[config.mk]
export PLATFORM = sky130hd
export DESIGN_NAME = nhbci_rem_unit
export DESIGN_NICKNAME = d
export VERILOG_FILES = /design/src/rtl/nhbci_pkg.sv /design/src/rtl/nhbci_rem_unit.sv
export SDC_FILE = /design/constraint.sdc
export NUM_CORES = 1
export LEC_CHECK = 0
export ABC_AREA = 0
export BUFFER_PORTS_ARGS = -buffer_cell sky130_fd_sc_hd__buf_2
export CORE_MARGIN = 3
export CORE_UTILIZATION = 25
export CTS_CLUSTER_DIAMETER = 200
export DETAILED_ROUTE_END_ITERATION = 8
export PLACE_DENSITY = 0.43
export SYNTH_ARGS = -nofsm -noshare
export SYNTH_HDL_FRONTEND = slang
export SYNTH_SLANG_ARGS = --single-unit
[constraint.sdc]
create_clock -name clock -period 5.7 [get_ports clock]
set_input_delay 0 -clock clock [delete_from_list [all_inputs] [get_ports clock]]
set_output_delay 0 -clock clock [all_outputs]
set_load 0.1 [all_outputs]
[src/rtl/nhbci_pkg.sv]
// ----------------------------------------------------------------------------
// Name hash bucket chain insert package
// Shared payload types, field widths and constants for the bucket chain
// insert block and its remainder unit.
// ----------------------------------------------------------------------------
package nhbci_pkg;

   localparam int HASH_W               = 32;
   localparam int CHAR_W               = 16;
   localparam int OFFSET_W             = 32;
   localparam int COUNT_W              = 11;
   localparam int INDEX_W              = 10;
   localparam int CSR_INDEX_W          = 8;
   localparam int BUCKET_DEPTH_DEFAULT = 1024;

   localparam logic [HASH_W-1:0]   HASH_SEED  = 32'd123456789;
   localparam int                  ROT_RIGHT  = 5;
   localparam int                  ROT_LEFT   = 27;
   localparam logic [OFFSET_W-1:0] EMPTY_HEAD = '1;
   localparam logic [COUNT_W-1:0]  COUNT_MIN  = 11'd3;

   localparam logic [CSR_INDEX_W-1:0] CSR_DIR_BUCKET_COUNT  = 8'd0;
   localparam logic [CSR_INDEX_W-1:0] CSR_FILE_BUCKET_COUNT = 8'd1;

   typedef struct packed {
      logic                table_select;
      logic [OFFSET_W-1:0] parent_offset;
      logic [CHAR_W-1:0]   name_char;
      logic                char_valid;
      logic                name_end;
      logic [OFFSET_W-1:0] entry_offset;
   } req_type;

   typedef struct packed {
      logic [HASH_W-1:0]   raw_hash;
      logic [INDEX_W-1:0]  bucket_index;
      logic [OFFSET_W-1:0] previous_head;
   } rsp_type;

   typedef struct packed {
      logic               done;
      logic [COUNT_W-1:0] remainder;
   } div_result_type;

endpackage

[src/rtl/nhbci_rem_unit.sv]
// ----------------------------------------------------------------------------
// Name hash remainder unit
// Restoring division, one dividend bit per cycle, that leaves the remainder
// of a 32-bit hash by an 11-bit bucket count.
// ----------------------------------------------------------------------------
module nhbci_rem_unit (
   input  logic                            clock,
   input  logic                            reset,
   input  logic                            start,
   input  logic [nhbci_pkg::HASH_W-1:0]    dividend,
   input  logic [nhbci_pkg::COUNT_W-1:0]   divisor,
   output nhbci_pkg::div_result_type       result
);

   localparam int STEP_W = $clog2(nhbci_pkg::HASH_W);
   localparam logic [STEP_W-1:0] LAST_STEP = STEP_W'(nhbci_pkg::HASH_W - 1);

   logic                            run_ff, run_in;
   logic [STEP_W-1:0]               step_ff, step_in;
   logic [nhbci_pkg::HASH_W-1:0]    shift_ff, shift_in;
   logic [nhbci_pkg::COUNT_W-1:0]   rem_ff, rem_in;
   logic [nhbci_pkg::COUNT_W-1:0]   divisor_ff, divisor_in;
   logic [nhbci_pkg::COUNT_W:0]     trial;

   always_comb begin
      run_in     = run_ff;
      step_in    = step_ff;
      shift_in   = shift_ff;
      rem_in     = rem_ff;
      divisor_in = divisor_ff;
      trial      = {rem_ff, shift_ff[nhbci_pkg::HASH_W-1]};
      if (start) begin
         run_in     = 1'b1;
         step_in    = '0;
         shift_in   = dividend;
         rem_in     = '0;
         divisor_in = divisor;
      end else if (run_ff) begin
         shift_in = {shift_ff[nhbci_pkg::HASH_W-2:0], 1'b0};
         if (trial >= {1'b0, divisor_ff}) begin
            rem_in = nhbci_pkg::COUNT_W'(trial - {1'b0, divisor_ff});
         end else begin
            rem_in = nhbci_pkg::COUNT_W'(trial);
         end
         step_in = step_ff + 1'b1;
         if (step_ff == LAST_STEP) begin
            run_in = 1'b0;
         end
      end
   end

   always_ff @(posedge clock) begin
      if (reset) begin
         run_ff  <= 1'b0;
         step_ff <= '0;
      end else begin
         run_ff  <= run_in;
         step_ff <= step_in;
      end
      shift_ff   <= shift_in;
      rem_ff     <= rem_in;
      divisor_ff <= divisor_in;
   end

   assign result.done      = run_ff && (step_ff == LAST_STEP);
   assign result.remainder = rem_ff;

endmodule

* Word-level counts from Yosys, hierarchy flattened *
Cells that the tools add are included.

storage, ports and cells
  output and inout port bits = 12
  word-level logic and storage cells = 18
  bits of input ports = 46
  bits in registers = 60

operators by class
  eq/ne operators = 1
  reductions and logical operators = 3
  add/subtract/negate cells = 2
  order comparisons = 1
  multiplexer cells = 6

operators with widths
  cell                                          number
  2-to-1 mux 32 bit                             2
  >= comparator 12 x 11 -> 1 bit                1
  2-to-1 mux 11 bit                             1
  subtractor 11 bit                             1
  adder 5 x 1 -> 5 bit (second input constant)  1
  == test 5 bit (second input constant)         1
  2-to-1 mux 1 bit                              3
  nonzero test 2 bit                            1
  OR reduction 2 bit                            1
  logical AND 1 bit                             1

* Depth between registers and ports, before layout *
  depth in word-level cells = 4
  mapped depth = 9
  mapped depth without buffers = 9

* Worst setup path after synthesis *
Ideal clock, no wire load.

  kind = register to register
  from = reg rem_ff[0] in the netlist's numbering
  to = reg rem_ff[6] in the netlist's numbering
  required time = 5620 ps
  data arrival time = 2998 ps
  clock period less this slack = 3078 ps
  setup time = 80 ps
  setup slack = 2622 ps
  buffers on the path = 0
  cell stages (with the launch flop) = 9
  cells stage by stage = dfxtp_1 inv_1 fa_1 nand2b_2 o2bb2ai_2 a211o_1 and2_4 or3b_1 a211oi_2

on the way
  longest elaborated chain between the ends = 2
  elaborated cells on any way between the ends = 3
  those cells by class = add/sub (1); order compare (1); mux (1)

ends and longest elaborated chain
  item                                                                 line                                        RTL
  start: declaration                                                   nhbci_rem_unit.sv:21                        logic [nhbci_pkg::COUNT_W-1:0] rem_ff, rem_in;
  start signal: assignment                                             nhbci_rem_unit.sv:61                        rem_ff <= rem_in;
  subtractor 11 bit or >= comparator 12 x 11 -> 1 bit (tied branches)  nhbci_rem_unit.sv:41, nhbci_rem_unit.sv:40
  2-to-1 mux 11 bit (*)                                                nhbci_rem_unit.sv:40                        if (trial >= {1'b0, divisor_ff}) begin

Every way passes the cells marked *; elsewhere a longest branch is shown, timed or not.
A chain may end at the register's enable or synchronous reset.

* Worst setup path after layout *
  from = reg shift_ff[31] in the netlist's numbering
  to = reg rem_ff[4] in the netlist's numbering

on the way
  longest elaborated chain between the ends = 2
  elaborated cells on any way between the ends = 3
  those cells by class = add/sub (1); order compare (1); mux (1)

ends and longest elaborated chain
  item                                                                 line                                        RTL
  start: declaration                                                   nhbci_rem_unit.sv:20                        logic [nhbci_pkg::HASH_W-1:0] shift_ff, shift_in;
  start signal: assignment                                             nhbci_rem_unit.sv:60                        shift_ff <= shift_in;
  subtractor 11 bit or >= comparator 12 x 11 -> 1 bit (tied branches)  nhbci_rem_unit.sv:41, nhbci_rem_unit.sv:40
  2-to-1 mux 11 bit (*)                                                nhbci_rem_unit.sv:40

Marked as above.

==> impl_metrics.csv <==
group,metric,value,unit
outcome,status,"complete, no violations",
floorplan,die_h,115,um
final_layout,fin_util,0.362,
timing,fin_crit_sh,0.459,
critical_path,reg2reg_from,"shift_ff[31]$_DFFE_PP_",
power_and_ir_drop,power.internal,972,uW
floorplan,rows,39,
critical_path,path_buf_inv,1,
grt,grt_pass1_wl,11.3,mm
critical_path,reg2reg_depth,9,
critical_path,cp_slowest_stage_delay,0.40,ns
critical_path,path_delay_family,"compound AO/OA/AOI/OAI gates",
clocking,root_buffer,"clkbuf_16",
critical_path,cp.depth,9,
timing,drv_slew,0,
grt,grt_pass1_vias,2275,
timing,worst_pin_slew,0.787,ns
synth,ys_seq_elements,60,
power_and_ir_drop,comb_power_share,0.137,
flow_run,maxCapViolCount,0,
grt,track_usage,0.110,
routing,wl_per_cell,13.8,um
placement,placed_cells,440,
final_layout,multi_input_area,0.00125,sq mm
synth,synth_area_per_cell,12.1,sq um
timing,setup_viol,0,
grt,globalRoute.totalOverflow,0,
floorplan,dieArea,0.0132,sq mm
timing,tns,0,ns
synth,synthFlopType,"edfxtp_1",
power_and_ir_drop,p_per_area,304,mW/mm^2
routing,ant_nets,0,
power_and_ir_drop,pwr-share-clk,0.450,
floorplan,ios,58,
routing,drc,0,
clocking,cts.sinks,60,
critical_path,critPathMaxFanout,9,
clocking,cts_hold_buf,44,
worst_hold_path,min_path_type,"input port to flip-flop",
critical_path,worstSetupPathType,"flip-flop to flip-flop",
timing,fmax,382,MHz
clocking,cts_htree_levels,3,
clocking,cts_resized,0,
critical_path,cp_slowest_cell,"fa_1",
clocking,cts.clk_slew.worst_paths,0.05,ns
critical_path,cp-endpoint,"rem_ff[4]$_SDFFE_PP0P_",
critical_path,startpoint_type,"flip-flop",
clocking,cts_buffers,9,
synth,synth-seq-area-share,0.550,
routing,viasPerCell,4.52,
power_and_ir_drop,switchingPower,294,uW
grt,grt_max_degree,55,
synth,ys_warn_count,0,
critical_path,r2r_setup_slack,3.08,ns
critical_path,critPathRequiredTime,5.92,ns
floorplan,die_w,115,um
power_and_ir_drop,power_switching_share,0.233,
routing,drtIter0Drc,110,
final_layout,fin_cells,500,
placement,gp_congestion,0.812,
timing,hold_violations,0,
critical_path,r2r_end,"rem_ff[4]$_SDFFE_PP0P_",
final_layout,areaGrowthSynthToFinish,40.7,%
synth,yosysTopAreaCell,"edfxtp_1",
critical_path,cp-end-kind,"flip-flop",
routing,routed-via-count,2262,
grt,antenna_found_initial,0,
power_and_ir_drop,irDropWorstVdd,0.160,mV
synth,synth_edf_count,43,
timing,finalClockSkew,0.00612,ns
synth,synthesis.nets,304,
clocking,postCtsSetupBuffers,0,
synth,synthTopCellsByArea,"edfxtp_1 (44%), mux2_2 (13%), dfxtp_1 (11%), ha_1 (5.5%), a21oi_1 (2.2%)",
critical_path,cp.arrival,2.83,ns
placement,port_buffers,57,
final_layout,layout.nets,412,
placement,dp_hpwl,4.59,mm
final_layout,num-fill-cells,1154,
routing,dr.pass1.iters,4,
clocking,cts_tree,"built",
clocking,clockBufferDepth,2,
final_layout,drive_above_1_share,0.311,
synth,async_flop_share,0,
power_and_ir_drop,power_leakage,1.72,nW
floorplan,initial_core_util,0.257,
timing,rsz0062_at_grt,"false",
critical_path,cp-startpoint,"shift_ff[31]$_DFFE_PP_",
floorplan,core-area,0.0115,sq mm
final_layout,final-seq-area,0.00163,sq mm
clocking,clock_latency,0.33,ns
synth,synth_cells,244,
final_layout,antennaDiodeCount,0,
synth,synth_top_area_share,0.436,
synth,netlist-cell-type-count,43,
synth,synth_area,0.00296,sq mm
timing,fin_crit,2.62,ns
timing,whs,0.351,ns
timing,slew_headroom,0.473,
critical_path,crit_chain,"inv_1, ha_1, fa_1, nand2b_2, o2bb2ai_2, a211o_1, nand2_2, mux2_2, a22o_1",
power_and_ir_drop,pwr-share-seq,0.414,
routing,drt-total-wl,6.88,mm
[cell families after synthesis]
| kind of cell | synth area share |
|---|---|
| AND/OR/NAND/NOR | 0.0967 |
| AO/OA/AOI/OAI | 0.109 |
| multiplexers | 0.132 |
| XOR/XNOR | 0.0207 |
| adder cells (fa/ha/maj) | 0.0616 |
| flip-flops | 0.550 |
| buffers and inverters | 0.0291 |
[power groups by stage]
| stage | Sequential (mW) | Clock, mW | Combinational (mW) |
|---|---|---|---|
| after floorplan | 0.547 | 0 | 0.0890 |
| after global placement | 0.532 | 0 | 0.152 |
| after detailed placement | 0.532 | 0 | 0.151 |
| after CTS | 0.524 | 0.589 | 0.175 |
| after global routing | 0.527 | 0.606 | 0.192 |
| final | 0.524 | 0.569 | 0.173 |
[cells in the mapped netlist, drive strengths merged (6+ instances only)]
cell	instances
a21oi	13
clkbuf	6
edfxtp	43
inv	17
mux2	33
nor3	9
dfxtp	17
ha	13
o21ai	13
nand2	16
nor2	14
[cell type report]
class	instances	area share
Clock buffer	11	0.0558
Clock inverter	5	0.0183
Inverter	17	0.0153
Multi-Input combinational cell	161	0.299
Sequential cell	60	0.391
Tap cell	143	0.0429
Timing Repair Buffer	103	0.178
[through the flow]
stage               power (mW)  setup WS [ns]  area [sq um]
CTS                       1.29           3.10          4170
finish                    1.27           3.08          4170
global placement         0.684           3.16          3420
floorplan                0.636           2.62          2960
detailed placement       0.684           3.12          3420
global route              1.33           2.98          4170
[worst min path at each step]
stage                                    endpoint       start  slack [ns]  depth (start not counted)
after floorplan                 run_ff$_SDFF_PP0_       reset        0.07                          1
after global placement    divisor_ff[5]$_DFFE_PP_  divisor[5]        0.18                          1
after detailed placement  divisor_ff[1]$_DFFE_PP_  divisor[1]        0.18                          1
after CTS                 divisor_ff[2]$_DFFE_PP_       start        0.37                          2
after global routing      divisor_ff[1]$_DFFE_PP_  divisor[1]        0.38                          2
final                     divisor_ff[2]$_DFFE_PP_       start        0.35                          2
[flip-flops by register name, summed over array words and instances (netlist names)]
register,count
shift_ff,32
divisor_ff,11
rem_ff,11
step_ff,5
run_ff,1
[metal layers]
layer,part of all wire,up-vias,track usage
li1,-,1130,-
met1,0.45,1071,0.136
met2,0.49,53,0.179
met3,0.054,8,0.0411
met4,0.014,0,0.0376
met5,0,-,0
[worst register-to-register path: stages, from the launching register on]
cell and delay [ns]:
edfxtp_1 0.34, inv_1 0.05, ha_1 0.22, fa_1 0.40
nand2b_2 0.21, o2bb2ai_2 0.14, a211o_1 0.36, nand2_2 0.22
mux2_2 0.36, a22o_1 0.19
[cell usage in the layout, fill, tap and decap left out, types with 2 or more instances in the layout]
master	n
buf_2	57
dlygate4sd3_1	44
edfxtp_1	43
mux2_2	33
inv_1	17
dfxtp_1	17
nand2_1	15
nor2_1	14
a21oi_1	13
o21ai_0	13
ha_1	13
clkbuf_16	9
nor3_1	8
xor2_1	4
nand4_1	3
xnor2_1	3
nand2b_1	3
o21a_1	3
a22o_1	3
and3_1	2
mux2i_1	2
nor2b_1	2
or3_1	2
o221ai_1	2
o211ai_1	2
a211oi_1	2
clkbuf_1	2
clkinv_1	2
bufinv_16	2
buf_4	2
Note: power is estimated with default switching activity, not from simulation.
